### src/hdl/dpbp_pkg.sv
// shared types and constants of the depth pixel back-projection block
// no dependencies
`default_nettype none

package dpbp_pkg;

    localparam int NUM_W     = 48;
    localparam int DEN_W     = 32;
    localparam int DIV_STEPS = NUM_W;
    localparam int LANES     = 3;
    localparam int LANE_X    = 0;
    localparam int LANE_Y    = 1;
    localparam int LANE_Z    = 2;

    localparam logic [NUM_W-1:0] POS_LIMIT = 48'h7FFF_FFFF_FFFF;
    localparam logic [NUM_W-1:0] NEG_LIMIT = 48'h8000_0000_0000;

    typedef enum logic [2:0] {
        REG_DEPTH_SCALE = 3'd0,
        REG_CENTER_X    = 3'd1,
        REG_CENTER_Y    = 3'd2,
        REG_FOCAL_X     = 3'd3,
        REG_FOCAL_Y     = 3'd4
    } cfg_index_t;

    typedef struct packed {
        logic [15:0] depth_scale;
        logic [15:0] center_x;
        logic [15:0] center_y;
        logic [15:0] focal_x;
        logic [15:0] focal_y;
    } cfg_t;

    // per-item data that rides along with the divider
    typedef struct packed {
        logic [7:0] blue;
        logic [7:0] green;
        logic [7:0] red;
        logic       neg_x;
        logic       neg_y;
        logic       zero_x;
        logic       zero_y;
    } side_t;

    typedef struct packed {
        logic [NUM_W-1:0] num;
        logic [DEN_W-1:0] den;
    } div_op_t;

endpackage

`default_nettype wire

### src/hdl/dpbp_out.sv
// output stage: sign and saturation of x and y, result register
// depends on dpbp_pkg
`default_nettype none

module dpbp_out (
    input  wire logic                  clk,
    input  wire logic                  rst_n,
    input  wire logic                  en,
    input  wire logic                  in_valid,
    input  wire dpbp_pkg::side_t       in_side,
    input  wire logic [dpbp_pkg::NUM_W-1:0] in_quot [dpbp_pkg::LANES],
    output logic                       m_tvalid,
    output logic [151:0]               m_tdata
);
    import dpbp_pkg::*;

    function automatic logic [NUM_W-1:0] sat_coord(logic [NUM_W-1:0] mag,
                                                   logic neg, logic zero);
        logic [NUM_W-1:0] lim;
        lim = mag;
        if (neg && (mag > NEG_LIMIT))
            lim = NEG_LIMIT;
        else if (!neg && (mag > POS_LIMIT))
            lim = POS_LIMIT;
        // a zero offset wins even over a zero divisor
        if (zero)
            return '0;
        return neg ? (NUM_W'(0) - lim) : lim;
    endfunction

    logic             valid_reg;
    logic [151:0]     data_reg;
    logic [NUM_W-1:0] x_next;
    logic [NUM_W-1:0] y_next;

    assign x_next = sat_coord(in_quot[LANE_X], in_side.neg_x, in_side.zero_x);
    assign y_next = sat_coord(in_quot[LANE_Y], in_side.neg_y, in_side.zero_y);

    always_ff @(posedge clk or negedge rst_n)
    begin
        if (!rst_n)
            valid_reg <= 1'b0;
        else if (en)
            valid_reg <= in_valid;
    end

    always_ff @(posedge clk)
    begin
        if (en)
            data_reg <= {in_side.red, in_side.green, in_side.blue,
                         in_quot[LANE_Z][31:0], y_next, x_next};
    end

    assign m_tvalid = valid_reg;
    assign m_tdata  = data_reg;

endmodule

`default_nettype wire

### config.mk
export PLATFORM = sky130hd
export DESIGN_NAME = dpbp_out
export DESIGN_NICKNAME = d
export VERILOG_FILES = /design/src/hdl/dpbp_pkg.sv /design/src/hdl/dpbp_out.sv
export SDC_FILE = /design/constraint.sdc
export NUM_CORES = 1
export LEC_CHECK = 0
export ABC_AREA = 1
export BUFFER_PORTS_ARGS = -buffer_cell sky130_fd_sc_hd__buf_4
export CELL_PAD_IN_SITES_DETAIL_PLACEMENT = 1
export CELL_PAD_IN_SITES_GLOBAL_PLACEMENT = 2
export CORE_UTILIZATION = 30
export DETAILED_ROUTE_END_ITERATION = 7
export PLACE_DENSITY_LB_ADDON = 0.1
export SETUP_SLACK_MARGIN = 0.3
export SYNTH_ARGS = -nofsm -noshare
export SYNTH_HDL_FRONTEND = slang
export SYNTH_SLANG_ARGS = --single-unit
export TNS_END_PERCENT = 10
### constraint.sdc
create_clock -name clk -period 1.9 [get_ports clk]
set_input_delay 0.095 -clock clk [delete_from_list [all_inputs] [get_ports clk]]
set_output_delay 0.095 -clock clk [all_outputs]
set_load 0.01 [all_outputs]
==> flow_summary.ini <==
[detailed_routing]
wl_mm = 46.8
dr.pass1.iters = 5
vias_per_cell = 4.94
num_vias = 11700
drt-initial-drc-count = 547
drcViolationCount = 0
ant_nets = 0
wl_per_cell_um = 19.7

[synthesis]
ys_ff_latch = 153
synth_cell_types = 41
yosysWarnings = 0
yosysSeqAreaShare_pct = 47.0
syn_avg_cell_area_um2 = 7.72
synthCells = 1265
synth_nets = 1443
synth_area_mm2 = 0.00977

[final_layout]
antenna_cells = 0
multiInputGateArea_mm2 = 0.00576
regArea_mm2 = 0.00459
nets = 2106
syn2layout_area_growth_pct = 83.7
final_cell_mix = 557 x buf_4, 291 x nand2_1, 152 x edfxtp_1, 143 x nor2_1, 102 x inv_1
final_common_cell = buf_4
fillers = 3712
drive_above_1_share_pct = 49.0

[timing]
clock_skew_ns = 0
setup_ws_ns = 0.112
worst-slew-pin-transition_ns = 0.573
fin_crit_sh_pct = 94.1
finalCriticalPeriod_ns = 1.79
grt_setup_unrepaired = yes
hold_viol = 0
setup_viol = 0
relSlewSlack_pct = 61.8
report.final.slew_viol_count = 0
max_freq_mhz = 559
holdWs_ns = 0.0374

[status]
status = complete, no violations

[power]
power_mw = 11.5
swShare_pct = 31.5
p_int_mw = 7.88
vdd_ir_drop_max_v = 0.000616
pwr-share-comb_pct = 30.9
p_switching_mw = 3.62
clkPwrFrac_pct = 32.8
seq_power_share_pct = 36.3
total_leakage_power_nw = 8.40
cellPowerDensity_mw_per_mm2 = 641

[cts]
cts_tree = done
cts_sinks = 153
numCtsBuffers = 17
cts_buffer_depth = 2
htree_levels = 4
clk_pin_slew_worst_paths_ns = 0.07
clk_latency_ns = 0.46
root_buffer = clkbuf_16

[critical_path]
r2r_end = m_tvalid
worstPathRequired_ns = 2.10
r2r_cells = 1
crit_path_frequent_cell = nor2_1
crit_chain = buf_6 -> nor2_1 -> nand4_1 -> nor2_1 -> buf_4 -> nand2_4 -> nand2_8 -> buf_12 -> o21ai_4 -> ha_4 -> nand2_4 -> nand2_8 -> nand2_4 -> nor2_4 -> nand3_2 -> nor2_1 -> nor2_1 -> nor2_1
start_kind = primary input
path_class = in -> reg
worst_setup_path_end_kind = flip-flop
critPathArrivalTime_ns = 1.99
path_max_fanout = 6
critPathSlowestCell = ha_4
slowest_delay_ns = 0.17
worstReg2RegStart = m_tvalid
rrSetupSlack_ns = 1.09

[global_routing]
grt_util_met3_pct = 4.45
met1_usage_pct = 31.2
grt_max_degree = 42
grt_use_total_pct = 27.7
grt-ovfl-total = 0
grt_first_pass_wirelength_mm = 69.8
antenna_found_initial = 0
use_met2_pct = 50.4
grt.busiest_layer = met2
grt_pass1_vias = 12300

[floorplanning]
core_mm2 = 0.0318
dieArea_mm2 = 0.0333
fp-row-count = 65
die-height_um = 182
die_x_um = 182
ios = 329
start_util_pct = 30.7

[flow_run]
drv_cap = 0

[worst_hold_path]
hold-path-endpoint = m_tdata[95]
hold_start = in_side[0]
hp-class = in -> reg
hold_depth = 2

[placed_design]
portBuffers = 312
gp_congestion = 0.866
post-dp-hpwl_mm = 31.2
place_ws_ns = -0.612
[worst max-delay path: cells and delay by family]
kind / cells / cell delay, ns
buffers and inverters: 3 / 0.37
and+or+nand+nor: 13 / 1.26
AOI/OAI and AO/OA: 1 / 0.07
adders and majority gates: 1 / 0.17
[final cells by class]
class	instances	area share [%]
multi-input cells	946	32.1
well taps	435	3.03
clock inverters	14	1.04
clock buffers	18	2.39
flip-flops and latches	153	25.6
inverters	117	2.56
repair buffers	693	33.3
[routing by layer]
layer,up-vias,wire [um]
met5,-,0
met4,0,2230
met3,120,1650
met2,342,24200
met1,5689,18700
li1,5583,-
[power by group through the flow]
stage	logic, mW	clock network (mW)	registers (mW)
2_1_floorplan	1.01	0	4.38
3_3_place_gp	2.81	0	4.22
3_5_place_dp	2.85	0	4.23
4_1_cts	3.31	3.77	4.16
5_1_grt	3.79	3.96	4.19
6_report	3.55	3.78	4.17
[logic make-up after synthesis]
| kind of cell | after synthesis | synth area share (%) |
|---|---|---|
| muxes | 1 | 0.115 |
| AOI/OAI and AO/OA | 230 | 14.4 |
| adders and majority gates | 2 | 0.256 |
| and+or+nand+nor | 711 | 30.9 |
| xor gates and xnor gates | 1 | 0.0897 |
| DFF | 153 | 47.0 |
| buffers and inverters | 167 | 7.28 |
[state kept, by name, indices dropped and copies added (netlist names)]
signal,cells
m_tdata,152
m_tvalid,1
[through the flow]
step / instance area [um^2] / TNS (ns) / util (%) / std cells
floorplan: 9980 / -4.31 / - / 1265
global placement: 14800 / -37.33 / 46.7 / 2246
detailed placement: 14800 / -39.93 / 46.7 / 2246
CTS: 17400 / 0 / 54.6 / 2365
global route: 17900 / -0.0161 / 56.4 / 2376
finish: 17900 / 0 / 56.4 / 2376
[repair_timing]
item                                    in CTS  in global routing
hold buffers                                59                  0
cloned                                       9                  2
gates resized for setup                    255                130
endpoints found under the hold margin       58                  0
pin swaps                                   98                 59
buffers inserted                            19                  9
endpoints found under the setup margin      91                 91
[worst max-delay path by stage]
stage / startpoint / endpoint / slack [ns]
floorplan: in_quot[95] / m_tdata[76] / -0.18
CTS: in_quot[93] / m_tdata[92] / 0.19
global route: in_quot[95] / m_tdata[93] / -0.01
finish: in_quot[98] / m_tdata[40] / 0.11
detailed placement: in_quot[92] / m_tdata[72] / -0.61
global placement: in_quot[110] / m_tdata[30] / -0.52
[synth_stat cells (all sizes together)]
cell    number  share of area, %
nor3        14              0.77
o21ai      118               6.0
a21oi       66               3.4
a21boi       3              0.23
inv        117               4.5
nand3       59               3.1
edfxtp     152                47
o31ai        2              0.21
nand4       17               1.1
xnor2        1             0.090
dfrtp        1              0.26
nand2      368                14
nor2       209               8.5
o21bai       3              0.23
or2         37               2.4
buf         35               2.2
a31oi        1             0.064
ha           2              0.26
clkbuf      15              0.59
nor3b        5              0.38
nand3b       2              0.15
mux2         1              0.12
o41ai       31               3.8
o21a         6              0.46
Power figures use the tool's default switching activity.
