$ cat config.mk
export PLATFORM = sky130hd
export DESIGN_NAME = dpbp_prep
export DESIGN_NICKNAME = d
export VERILOG_FILES = /design/src/hdl/dpbp_pkg.sv /design/src/hdl/dpbp_prep.sv
export SDC_FILE = /design/constraint.sdc
export NUM_CORES = 2
export LEC_CHECK = 0
export ABC_CLOCK_PERIOD_IN_PS = 10140
export BUFFER_PORTS_ARGS = -buffer_cell sky130_fd_sc_hd__buf_2
export CAP_MARGIN = 20
export CORE_UTILIZATION = 47
export CTS_CLUSTER_DIAMETER = 150
export CTS_CLUSTER_SIZE = 8
export DETAILED_ROUTE_END_ITERATION = 8
export GPL_ROUTABILITY_DRIVEN = 0
export MAX_ROUTING_LAYER = met4
export PLACE_DENSITY = 0.66
export SLEW_MARGIN = 30
export SYNTH_ARGS = -nofsm -noshare
export SYNTH_HDL_FRONTEND = slang
export SYNTH_SLANG_ARGS = --single-unit
$ cat constraint.sdc
create_clock -name clk -period 10.14 [get_ports clk]
set_input_delay 1.521 -clock clk [delete_from_list [all_inputs] [get_ports clk]]
set_output_delay 1.521 -clock clk [all_outputs]
set_load 0.01 [all_outputs]
$ cat src/hdl/dpbp_pkg.sv
// shared types and constants of the depth pixel back-projection block
// no dependencies
`default_nettype none

package dpbp_pkg;

    localparam int NUM_W     = 48;
    localparam int DEN_W     = 32;
    localparam int DIV_STEPS = NUM_W;
    localparam int LANES     = 3;
    localparam int LANE_X    = 0;
    localparam int LANE_Y    = 1;
    localparam int LANE_Z    = 2;

    localparam logic [NUM_W-1:0] POS_LIMIT = 48'h7FFF_FFFF_FFFF;
    localparam logic [NUM_W-1:0] NEG_LIMIT = 48'h8000_0000_0000;

    typedef enum logic [2:0] {
        REG_DEPTH_SCALE = 3'd0,
        REG_CENTER_X    = 3'd1,
        REG_CENTER_Y    = 3'd2,
        REG_FOCAL_X     = 3'd3,
        REG_FOCAL_Y     = 3'd4
    } cfg_index_t;

    typedef struct packed {
        logic [15:0] depth_scale;
        logic [15:0] center_x;
        logic [15:0] center_y;
        logic [15:0] focal_x;
        logic [15:0] focal_y;
    } cfg_t;

    // per-item data that rides along with the divider
    typedef struct packed {
        logic [7:0] blue;
        logic [7:0] green;
        logic [7:0] red;
        logic       neg_x;
        logic       neg_y;
        logic       zero_x;
        logic       zero_y;
    } side_t;

    typedef struct packed {
        logic [NUM_W-1:0] num;
        logic [DEN_W-1:0] den;
    } div_op_t;

endpackage

`default_nettype wire

$ cat src/hdl/dpbp_prep.sv
// front stages: pixel checks, offsets from the principal point, products
// depends on dpbp_pkg
`default_nettype none

module dpbp_prep #(
    parameter int MAX_COLS = 4096,
    parameter int MAX_ROWS = 4096
) (
    input  wire logic                 clk,
    input  wire logic                 rst_n,
    input  wire logic                 en,
    input  wire dpbp_pkg::cfg_t       cfg,
    input  wire logic                 in_valid,
    input  wire logic [11:0]          pixel_column,
    input  wire logic [11:0]          pixel_row,
    input  wire logic [15:0]          depth_raw,
    input  wire logic [7:0]           blue_in,
    input  wire logic [7:0]           green_in,
    input  wire logic [7:0]           red_in,
    output logic                      out_valid,
    output dpbp_pkg::side_t           out_side,
    output dpbp_pkg::div_op_t         out_ops [dpbp_pkg::LANES]
);
    import dpbp_pkg::*;

    localparam logic [14:0] COL_LIMIT = 15'(MAX_COLS);
    localparam logic [14:0] ROW_LIMIT = 15'(MAX_ROWS);

    logic        keep;
    logic [15:0] pos_x;
    logic [15:0] pos_y;
    logic        neg_x;
    logic        neg_y;
    logic [15:0] off_x;
    logic [15:0] off_y;

    logic        a_valid_reg;
    side_t       a_side_reg;
    logic [15:0] a_off_x_reg;
    logic [15:0] a_off_y_reg;
    logic [15:0] a_depth_reg;

    logic        b_valid_reg;
    side_t       b_side_reg;
    logic [31:0] b_prod_x_reg;
    logic [31:0] b_prod_y_reg;
    logic [31:0] b_den_x_reg;
    logic [31:0] b_den_y_reg;
    logic [15:0] b_depth_reg;
    logic [15:0] b_scale_reg;

    // zero depth and pixels outside the image leave a bubble
    assign keep = (depth_raw != 16'd0)
               && ({3'b000, pixel_column} < COL_LIMIT)
               && ({3'b000, pixel_row} < ROW_LIMIT);

    assign pos_x = {pixel_column, 4'b0000};
    assign pos_y = {pixel_row, 4'b0000};
    assign neg_x = pos_x < cfg.center_x;
    assign neg_y = pos_y < cfg.center_y;
    assign off_x = neg_x ? (cfg.center_x - pos_x) : (pos_x - cfg.center_x);
    assign off_y = neg_y ? (cfg.center_y - pos_y) : (pos_y - cfg.center_y);

    always_ff @(posedge clk or negedge rst_n)
    begin
        if (!rst_n)
        begin
            a_valid_reg <= 1'b0;
            b_valid_reg <= 1'b0;
        end
        else if (en)
        begin
            a_valid_reg <= in_valid && keep;
            b_valid_reg <= a_valid_reg;
        end
    end

    always_ff @(posedge clk)
    begin
        if (en)
        begin
            a_side_reg.blue   <= blue_in;
            a_side_reg.green  <= green_in;
            a_side_reg.red    <= red_in;
            a_side_reg.neg_x  <= neg_x;
            a_side_reg.neg_y  <= neg_y;
            a_side_reg.zero_x <= (off_x == 16'd0);
            a_side_reg.zero_y <= (off_y == 16'd0);
            a_off_x_reg       <= off_x;
            a_off_y_reg       <= off_y;
            a_depth_reg       <= depth_raw;

            b_side_reg   <= a_side_reg;
            b_prod_x_reg <= a_off_x_reg * a_depth_reg;
            b_prod_y_reg <= a_off_y_reg * a_depth_reg;
            b_den_x_reg  <= cfg.depth_scale * cfg.focal_x;
            b_den_y_reg  <= cfg.depth_scale * cfg.focal_y;
            b_depth_reg  <= a_depth_reg;
            b_scale_reg  <= cfg.depth_scale;
        end
    end

    assign out_valid = b_valid_reg;
    assign out_side  = b_side_reg;

    assign out_ops[LANE_X] = '{num: {b_prod_x_reg, 16'h0000}, den: b_den_x_reg};
    assign out_ops[LANE_Y] = '{num: {b_prod_y_reg, 16'h0000}, den: b_den_y_reg};
    assign out_ops[LANE_Z] = '{num: {16'h0000, b_depth_reg, 16'h0000},
                               den: {16'h0000, b_scale_reg}};

endmodule

`default_nettype wire

==> summary.md <==
| Metric | Value |
|---|---|
| Via-to-Cell Ratio | `5.209` |
| Initial Util | `47.46%` |
| First-pass GRT wire length | `175.9 mm` |
| Area delta synth->final | `7.982%` |
| Clk_skew | `roughly 0.043 ns` |
| Most frequent cells in the layout | `961 x inv_1, 778 x fa_1, 620 x nand2_1` |
| Max-cap violation count | `0` |
| Most common cell after layout, fill and taps aside | `inv_1` |
| Largest delay share family, worst path | `adder cells` |
| Crit Path Max Fanout | `33` |
| Die width | `311.8 µm` |
| Avg Synthesized Cell Area | `9.694 µm²` |
| CTS sink count | `266` |
| Row count | `about 110` |
| Final period util | `75.41%` |
| Met2 GRT Util | `39.46%` |
| Layout cell share with drive strength beyond 1 | `8.942%` |
| Crit path top cell by count | `fa_1` |
| Hold Buf Count CTS | `0` |
| Hold slack | `0.3862 ns` |
| CP bufs+invs | `4` |
| DP HPWL | `81.55 mm` |
| Count of final setup violators | `0` |
| CTS tree | `done` |
| TritonRoute pass-1 iters | `6` |
| Slowest cell delay on critical path | `0.59 ns` |
| Worst path required time | `about 11 ns` |
| # IOs | `417` |
| Met1 Usage GRT | `29.54%` |
| Max Root-Sink Buffers | `3` |
| Slew headroom | `35.02%` |
| Critical Path AT | `between 8 and 9 ns` |
| DRT iter0 DRCs | `2,000` |
| CP endpoint kind | `register` |
| Initial antenna violation count | `7` |
| Dpl cells | `6,098` |
| Root Buffer | `clkbuf_16` |
| Fin nets | `6,265` |
| CP max stage cell | `fa_1` |
| Num CTS Buffers | `39` |
| Clk pin slew, worst setup/hold paths | `0.05 ns` |
| Seq/Total Area, Yosys | `17.69%` |
| Number of global-route vias before repair | `33,570` |
| Core Region | `95,010 µm²` |
| CP Class | `primary input to register` |
| Fin crit period | `7.646 ns` |
| Post-Syn Area | `45,100 µm²` |
| Final hold vios | `0` |
| Setup_tns | `0 ns` |
| Post-Route WL | `108.4 mm` |
| Crit path cell chain | `buf_2, nand2_1, fa_1, fa_1, fa_1, fa_1, inv_1, fa_1, inv_1, fa_1, inv_1, ha_1, a21o_1, a21o_1, a21oi_1, o21ai_0, o21ai_1, a31oi_1, or4_1, and3_1, a211oi_1` |
| Filler cells | `between 8,000 and 9,000` |
| Final cell count without fillers | `about 6,200` |
| Routed len/inst | `~18 µm` |
| Library cells used by synthesis | `85` |
| Clk Latency, worst-skew pair | `0.61 ns` |
| Post-DRT Antenna Nets | `0` |
| Mapped Cells | `4,652` |
| Via count | `32,070` |
| Top_reg_cell synth | `edfxtp_1` |
| Overall Global Routing Usage | `23.58%` |
| Crit start category | `primary input` |
| Met3 Usage GRT | `3.587%` |
| GRT Residual Overflow | `0` |
| Asr flop ratio synth | `0.7519%` |
| Setup Fix Bufs, Post-CTS | `0` |
| Gr busiest metal | `met2` |
| CTS resizes | `0` |
| CTS H-tree depth | `2` |
| Worst-Margin Slew | `0.9747 ns` |
| Yosys reg bits | `266` |
| Chip height | `311.8 µm` |
| Die area | `just under 100,000 µm²` |
| Maximum clock frequency | `130.8 MHz` |
| Max-slew violation count | `0` |
| YS warnings | `0` |
| Port Buffers | `336` |
| # DRC | `0` |
| Outcome | `finished, final reports clean` |
| Post-synth EDFFs | `264` |
| Pin count of the biggest net entering global routing | `84` |
| Hold WC Path Type | `register to register` |
| RSZ-0062 raised after global routing | `false` |
[cell type report]
cell class | instances | area (µm²) | area share [%]
clock inverters | 3 | 33.78 | 0.06937
diodes | 6 | 15.01 | 0.03083
well taps | 1265 | 1583 | 3.250
multi-input cells | 3242 | 32510 | 66.75
flip-flops and latches | 266 | 7978 | 16.38
repair buffers | 365 | 1929 | 3.962
clock buffers | 48 | 1031 | 2.117
inverters | 963 | 3620 | 7.433
[kinds of logic (layout without fill, tap and decap cells)]
kind of cell / after synthesis / in the layout / share of synthesized area, %
flops: 266 / 266 / 17.69
fa+ha+maj: 1240 / 1240 / 47.35
mux: 12 / 12 / 0.2802
compound gates: 395 / 395 / 5.923
xor+xnor: 126 / 126 / 2.447
simple gates: 1389 / 1389 / 15.41
other cells: 1 / 86 / 0.008315
buf+inv: 1223 / 1379 / 10.88
[metal layers]
metal | vias to the layer above | share of wire [%]
li1 | 14660 | -
met1 | 16240 | 42
met2 | 968 | 49
met3 | 198 | 6.1
met4 | 0 | 2.8
met5 | - | 0
[through the flow]
stage          setup slack [ns]  utilization (%)  instance area (µm²)
3_5_place_dp              1.895            50.07                47570
6_report                  2.494            51.25                48700
4_1_cts                   2.598            51.19                48640
5_1_grt                   2.245            51.25                48700
2_1_floorplan             2.892                -                45390
3_3_place_gp              2.109            50.07                47570
[path summary, 6_finish.rpt]
path                                     start          endpoint  slack (ns)  cells after the start
max in group asynchronous                rst_n         out_valid        9.34                      1
worst min-delay path            a_side_reg[27]      out_side[27]        0.39                      0
worst max-delay path                   cfg[74]   b_den_y_reg[31]        2.49                     21
min in group asynchronous                rst_n       a_valid_reg        0.71                      1
worst min register to register  a_side_reg[27]      out_side[27]        0.39                      0
worst max register to register  a_depth_reg[2]  b_prod_y_reg[31]        2.85                     20
[cells in the mapped netlist, types with 11 or more instances]
cell type	instances	area, µm²
inv_1	961	3607
fa_1	778	15570
nand2_1	620	2327
and2_1	488	3053
ha_1	462	5781
edfxtp_1	264	7928
clkbuf_1	175	656.9
a21oi_1	113	565.5
nor2_1	98	367.9
xnor2_1	85	744.5
buf_4	80	600.6
a21o_1	60	450.4
o21ai_0	53	265.3
xor2_1	41	359.1
nor3_1	38	190.2
nor2b_1	23	143.9
a211oi_1	20	150.1
o21a_1	18	135.1
o21bai_1	18	135.1
nand2b_1	17	106.4
nand3_1	17	85.08
nand4_1	14	87.58
or3_1	14	87.58
a311oi_1	11	96.34
nor4_1	11	68.82
o211ai_1	11	82.58
Power is left out: the tool's default activity adds up to more than one toggle a clock period on the data nets, which glitch-free logic cannot reach.
